### config.mk
export PLATFORM = sky130hd
export DESIGN_NAME = qmdb_front
export DESIGN_NICKNAME = d
export VERILOG_FILES = /design/src/sv/qmdb_pkg.sv /design/src/sv/qmdb_front.sv
export SDC_FILE = /design/constraint.sdc
export NUM_CORES = 1
export LEC_CHECK = 0
export ABC_AREA = 1
export BUFFER_PORTS_ARGS = -buffer_cell sky130_fd_sc_hd__buf_4
export CORE_MARGIN = 10
export CORE_UTILIZATION = 45
export DETAILED_ROUTE_END_ITERATION = 8
export PLACE_DENSITY = 0.79
export RECOVER_POWER = 100
export SETUP_SLACK_MARGIN = 0.15
export SYNTH_ARGS = -nofsm -noshare
export SYNTH_HDL_FRONTEND = slang
export SYNTH_SLANG_ARGS = --single-unit
### constraint.sdc
create_clock -name clk -period 17.2 [get_ports clk]
set_input_delay 3.44 -clock clk [delete_from_list [all_inputs] [get_ports clk]]
set_output_delay 3.44 -clock clk [all_outputs]
set_load 0.01 [all_outputs]
### src/sv/qmdb_pkg.sv
`default_nettype none
package qmdb_pkg;
  localparam int unsigned PosW = 20;
  localparam int unsigned LimW = 24;
  localparam int unsigned DistW = 21;
  localparam int unsigned FacW = 16;
  localparam logic [LimW-1:0] Max24 = 24'hFFFFFF;
  localparam logic [18:0] AccConst = 19'd378372;
  localparam logic [LimW-1:0] MinDurReset = 24'd32768;
  localparam logic [FacW-1:0] FactorReset = 16'd19661;
  localparam logic CfgMinDur = 1'b0;
  localparam logic CfgFactor = 1'b1;

  typedef struct packed {
    logic [DistW-1:0] span;
    logic [LimW-1:0] vel;
    logic [LimW-1:0] acc;
    logic [LimW-1:0] jerk;
    logic last;
  } job_t;
endpackage
`default_nettype wire

### src/sv/qmdb_front.sv
`default_nettype none
module qmdb_front (
  input wire logic clk,
  input wire logic rst,
  input wire logic valid,
  output logic stall,
  input wire logic signed [qmdb_pkg::PosW-1:0] start_position,
  input wire logic signed [qmdb_pkg::PosW-1:0] goal_position,
  input wire logic [qmdb_pkg::LimW-1:0] velocity_limit,
  input wire logic [qmdb_pkg::LimW-1:0] acceleration_limit,
  input wire logic [qmdb_pkg::LimW-1:0] jerk_limit,
  input wire logic last_joint,
  output logic q_valid,
  input wire logic q_pop,
  output qmdb_pkg::job_t q_job
);
  import qmdb_pkg::*;
  // two-entry queue between front and back
  job_t slot [2];
  logic [1:0] count;
  logic rd, wr;
  logic signed [PosW:0] diff;
  job_t job_in;

  always_comb begin
    diff = {goal_position[PosW-1], goal_position}
           - {start_position[PosW-1], start_position};
    job_in.span = diff[PosW] ? DistW'(-diff) : DistW'(diff);
    job_in.vel = velocity_limit;
    job_in.acc = acceleration_limit;
    job_in.jerk = jerk_limit;
    job_in.last = last_joint;
  end

  assign stall = (count == 2'd2);
  assign q_valid = (count != 2'd0);
  assign q_job = slot[rd];
  assign wr = rd ^ count[0];

  always_ff @(posedge clk) begin
    if (rst) begin
      count <= '0;
      rd <= 1'b0;
    end else begin
      count <= count + 2'((valid && !stall) ? 1 : 0) - 2'(q_pop ? 1 : 0);
      if (q_pop) rd <= !rd;
    end
    if (valid && !stall) slot[wr] <= job_in;
  end
endmodule
`default_nettype wire

==> results of run 1 <==
-- flip-flops by register name, summed over array words and instances (netlist names), named ones only --
signal / count
slot: 188
count: 2
rd: 1
-- per-layer routing --
metal,up-vias,GRT usage
li1,2907,-
met1,2744,0.185
met2,206,0.254
met3,20,0.0389
met4,0,0.0414
met5,-,0
-- synth_stat cells, drive strengths merged --
cell type	n
o21bai	3
buf	5
nor3	5
xnor2	7
dfxtp	4
nand4	3
ha	23
xor2	8
mux2	94
nand2	160
a21o	1
o21ai	5
inv	95
nor2	48
and2	1
a21oi	17
nand3	33
or2	2
edfxtp	188
nand3b	7
fa	1
clkbuf	7
-- cell families (layout without fill, tap and decap cells) --
kind of cell / after synthesis / count (layout)
AO/OA/AOI/OAI: 26 / 26
XOR/XNOR: 15 / 15
adder cells (fa/ha/maj): 24 / 24
buffers and inverters: 107 / 343
flip-flops: 192 / 192
multiplexers: 94 / 94
AND/OR/NAND/NOR: 259 / 259
-- worst min-delay path by stage --
stage | endpoint | slack, ns | cells past startpoint
3_5_place_dp | rd | 0.55 | 2
2_1_floorplan | register | 0.52 | 2
5_1_grt | rd | 0.65 | 2
6_report | rd | 0.59 | 2
3_3_place_gp | rd | 0.54 | 2
4_1_cts | rd | 0.61 | 2
-- cell type report --
cell class | count | area share
timing repair buffer | 216 | 0.115
tap | 265 | 0.0299
inverter | 95 | 0.0323
clock buffer | 18 | 0.0387
sequential | 192 | 0.517
multi-input combinational | 418 | 0.252
clock inverter | 14 | 0.0155
-- worst reg2reg max path, delay by kind of cell, from the launching register on --
kind	cells	cell delay, ns
flops	1	0.41
simple gates	1	2.31
buf+inv	1	2.43
compound gates	1	0.25
-- power groups by stage --
stage	combinational, mW	sequential [mW]	clock (mW)
3_5_place_dp	0.329	0.643	0
5_1_grt	0.323	0.646	0.415
3_3_place_gp	0.325	0.638	0
4_1_cts	0.331	0.633	0.397
2_1_floorplan	0.189	0.644	0
6_report	0.289	0.638	0.389
==> impl_results.md, run 1 <==
* Initial antenna violation count at 0
* Final worst slack at 8.63 ns
* Layout Nets at 1081
* Fin crit period at about 8.6 ns
* Delay-heaviest family, CP: buffers and inverters
* Rows at between 50 and 60
* Post-route setup TNS at 0 ns
* Synth unique cells at 32
* Internal power at around 0.94 mW
* Fin Hold WS at roughly 0.59 ns
* Area Growth Syn to Fin at 23.7%
* Adder-cell share of the synthesized area at 0.0344
* Routed Antenna Nets at 0
* Mapped Area at approximately 9000 um^2
* Synth Area in Compound Gates at 0.0161
* Ratio of cells with drive above 1 in the final layout at 0.274
* Root buffer cell: clkbuf_16
* DRT iter0 DRCs at a little under 400
* CTS sink cnt at approximately 190
* CP startpoint kind: input pin
* DR WL met2 at between 9000 and 10000 um
* Register cell area after layout at roughly 5700 um^2
* Clock power frac at 0.295
* Cts repair resizes at 0
* Count of state elements after synthesis at between 150 and 200
* Final max-slew violation count at approximately 290
* CP max FO at 59
* GP Congestion at 0.873
* Drt pass-1 iters at 5
* Post-layout util at 0.567
* Critical path origin: valid
* Placed insts at between 1000 and 1500
* Syn_nets at around 860
* Non-Filler Instances at between 1000 and 1500
* Depth of the worst register-to-register path at 3
* Pleak at about 4.5 nW
* Multi-input gate area at between 2000 and 3000 um^2
* Synth top area share at 0.630
* # fillers at 1721
* DIE AREA at around 26000 um^2
* CP bufs+invs at 2
* Failing checks: max-capacitance violations, max-slew violations
* CP arrival at ~8.5 ns
* Reg-to-Reg Start: count[0]
* Most frequent cells in the layout: edfxtp_1 (188), nand2_1 (145), clkbuf_1 (94)
* # Post-CTS Setup Buffers at 0
* Vias/cell at roughly 4.8
* WL final at around 20000 um
* H-Tree Depth at 4
* Comb power frac at 0.220
* Design Area, Final at 11100 um^2
* Seq pwr share at 0.485
* HPWL after DPL at 14800 um
* Largest net degree at the start of global routing at 60
* Clock Skews at about 0.014 ns
* FMAX at 117 MHz
* Die height at ~160 um
* Area of placed instances at about 11000 um^2
* Worst Max-Slew Pin Slew at approximately 3.2 ns
* FF-to-FF setup slack at 11.31 ns
* Post-CTS Hold Fix Bufs at 0
* Yosys warning count at 0
* XOR/XNOR Fraction of Synth Area at 0.0147
* Clk buf depth at 2
* Crit path depth at 4
* Crit path capture: slot[1][34]
* Gr ovfl total at 0
* Top cells by area, synth: edfxtp_1 (63%), mux2_2 (12%), nand2_1 (5.8%)
* N_diodes at 0
* DP Worst Slack at about 11 ns
* Latest clock arrival within the worst-skew pair at about 0.42 ns
* Vias in the first global route at 5964
* FF-to-FF End: slot[1][34]
* Reg clk slew, reported paths at roughly 0.07 ns
* WP data required at around 17 ns
* Syn Inst Count at 717
* Max Cap Viol at 6
* First-pass GRT wire length at 31100 um
* Starting Density at 0.459
* Via count at 5877
* HP Start: rd
* Mux share of post-synthesis cell area at 0.118
* CP Cell Sequence: clkbuf_4 -> o21ai_0 -> nor2_1 -> clkbuf_1
* Switch share at 0.287
* CP max stage cell: clkbuf_1
* Ports at between 200 and 250
* Largest family of logic cells by synthesized area: simple AND/OR/NAND/NOR gates
* Fin crit share at 0.498
* Core Region at between 15000 and 20000 um^2
* Most common cell after layout, fill and taps aside: edfxtp_1
* Final hold violation count at 0
* Total CTS buffers at 17
* Pwr per Cell Area at 119 nW/um^2
* Max VDD drop at between 0.06 and 0.07 mV
* Gr usage total at 0.150
* CTS tree: done
* Largest area contributor in the netlist: edfxtp_1
* Sequential share of the synthesized area at 0.639
* Wire length per cell at around 16 um
* Total power at 1.32 mW
* RSZ-0062 raised after global routing: no
* Met3 wire length at approximately 1200 um
* M1 WL at 8480 um
* Avg Inst Size Synth at approximately 12 um^2
* Switching power at 0.378 mW
* Die W at 161 um
* Final setup violation count at 0
* Crit-path max cell delay at 2.40 ns
* Post-synthesis simple-gate area fraction at 0.131
* Critical path type: input pin to register
* CP endpoint kind: register
* DR top layer: met4
* Worst slew margin at -1.13
* Residual DRC count at 0
* Status: finished with violations
* Hold crit path type: register to register
* PortBufs at 212
Power figures use the tool's default switching activity.
==> run 2: changes to the inputs <==
- clock period: 17.2 -> 8.49 ns (I/O delays scaled with it)
==> run 2 against run 1 <==
The flow still finishes with violations (max-capacitance violations, max-slew violations). Wire length rose by 0.57%. Total power increased by 100%. Count of clock-buffer cells in the layout down 1. Design area up 0.38%. Clock power up 110%. Critical path depth stayed put. Register-to-register slack worse by 7.1 ns. Flip-flop and latch count is the same. Worst setup slack lost 5.3 ns. Sequential share of layout area fell by 0.20 points. Cell count hardly changed.
==> impl_results.md, run 2 (synthesized netlist as in run 1, its figures left out) <==
* Comb power frac at 0.216
* Wire length per cell at roughly 16 um
* Reg clk slew, reported paths at approximately 0.070 ns
* CP startpoint kind: input pin
* DRT iter0 DRCs at between 300 and 400
* Most common cell after layout, fill and taps aside: edfxtp_1
* CP max FO at about 60
* Die height at about 160 um
* Final max-slew violation count at 114
* Root buffer cell: clkbuf_16
* Delay-heaviest family, CP: simple AND/OR/NAND/NOR gates
* GP Congestion at around 0.86
* Seq pwr share at 0.476
* Switch share at 0.287
* CP arrival at 5.19 ns
* CP Cell Sequence: clkbuf_4 -> o21ai_0 -> nor2_1 -> buf_4
* WP data required at ~8.5 ns
* Clk buf depth at 2
* Fin crit period at approximately 5.1 ns
* Internal power at 1.92 mW
* CP max stage cell: nor2_1
* H-Tree Depth at 4
* Final setup violation count at 0
* Status: finished with violations
* Clock Skews at between 0.015 and 0.02 ns
* Ratio of cells with drive above 1 in the final layout at 0.274
* CTS sink cnt at approximately 190
* Top Registers: slot: 188 flops, count: 2 flops, rd: 1 flops
* Gr usage total at 0.147
* WL final at 19700 um
* Crit-path max cell delay at between 2 and 2.5 ns
* N_diodes at 0
* Fin crit share at 0.606
* Post-route setup TNS at 0 ns
* Total CTS buffers at 17
* Rows at between 50 and 60
* Pwr per Cell Area at between 200 and 250 nW/um^2
* Max reg flops at roughly 190
* Largest net degree at the start of global routing at a little over 60
* Ports at approximately 210
* Max VDD drop at roughly 0.15 mV
* RSZ-0062 raised after global routing: no
* Drt pass-1 iters at 4
* Most frequent cells in the layout: edfxtp_1 (188), nand2_1 (145), clkbuf_1 (94)
* Core Region at approximately 20000 um^2
* # Post-CTS Setup Buffers at 0
* HPWL after DPL at 14800 um
* CP endpoint kind: register
* CTS tree: done
* Vias/cell at 4.85
* Latest clock arrival within the worst-skew pair at ~0.42 ns
* Die W at 161 um
* Worst slew margin at -1.03
* Final hold violation count at 0
* Clock power frac at 0.308
* Worst Max-Slew Pin Slew at ~3 ns
* Hold crit path type: register to register
* DIE AREA at around 26000 um^2
* FMAX at between 150 and 200 MHz
* Post-CTS Hold Fix Bufs at 0
* Initial antenna violation count at 0
* Area Growth Syn to Fin at 24.2%
* Routed Antenna Nets at 0
* Gr ovfl total at 0
* CP bufs+invs at 2
* Via count at between 5000 and 6000
* Critical path type: input pin to register
* Layout Nets at between 1000 and 1500
* Top reg by flops: slot
* Max Cap Viol at 3
* PortBufs at about 210
* Pleak at about 4.5 nW
* Cts repair resizes at 0
* Starting Density at 0.459
* Vias in the first global route at slightly below 6000
* First-pass GRT wire length at 30400 um
* Switching power at around 0.78 mW
* Residual DRC count at 0
* Post-layout util at 0.570
* Failing checks: max-capacitance violations, max-slew violations
==> run 2: cell types whose count changed in the layout (fill, tap and decap cells not counted), moves of 2 or more <==
cell / change
inv_8: -3
clkinv_8: +4
clkbuf_4: -4
buf_4: +2
==> run 2: final cells by class <==
type                            instances  area (um^2)
Sequential cell                       192         5730
Inverter                               95          358
Fill cell                            1688         8410
Clock inverter                         15          224
Clock buffer                           17          425
Timing Repair Buffer                  215         1260
Tap cell                              265          332
Multi-Input combinational cell        418         2800
==> run 2: worst reg2reg max path: stages, from the launching register on <==
cell	delay [ns]
dfxtp_1	0.43
o21ai_0	0.23
nor2_1	2.28
buf_4	0.93
==> run 2: power groups by stage <==
stage               clock, mW  sequential [mW]  combinational, mW
floorplan                   0             1.31              0.383
global placement            0             1.29              0.656
detailed placement          0             1.30              0.665
CTS                     0.846             1.28              0.669
global route            0.880             1.30              0.649
finish                  0.831             1.28              0.583
==> run 2: worst paths after layout <==
path	startpoint	endpoint	slack (ns)	cells after the start
setup / recovery	valid	slot[1][45]	3.34	4
hold reg to reg	rd	register	0.58	2
hold / removal	rd	register	0.58	2
setup reg to reg	count[0]	slot[1][45]	4.24	3
==> run 2: routing by layer <==
layer	wire length [um]	vias to the layer above	track usage	part of all wire
met4	342	0	0.0488	0.017
li1	-	2912	-	-
met2	9710	207	0.250	0.49
met5	0	-	0	0
met3	1210	20	0.0381	0.061
met1	8490	2764	0.177	0.43
==> run 2: per-stage QoR <==
step | total power, mW | worst slack, ns | instances | hold WS (ns) | area (um^2)
5_1_grt | 2.83 | 2.96 | 1217 | 0.620 | 11100
6_report | 2.70 | 3.34 | 1217 | 0.581 | 11100
3_5_place_dp | 1.97 | 4.27 | 1185 | 0.562 | 10900
3_3_place_gp | 1.95 | 4.28 | 1185 | 0.540 | 10900
2_1_floorplan | 1.69 | 2.17 | 717 | 0.522 | 8960
4_1_cts | 2.80 | 4.27 | 1217 | 0.585 | 11500
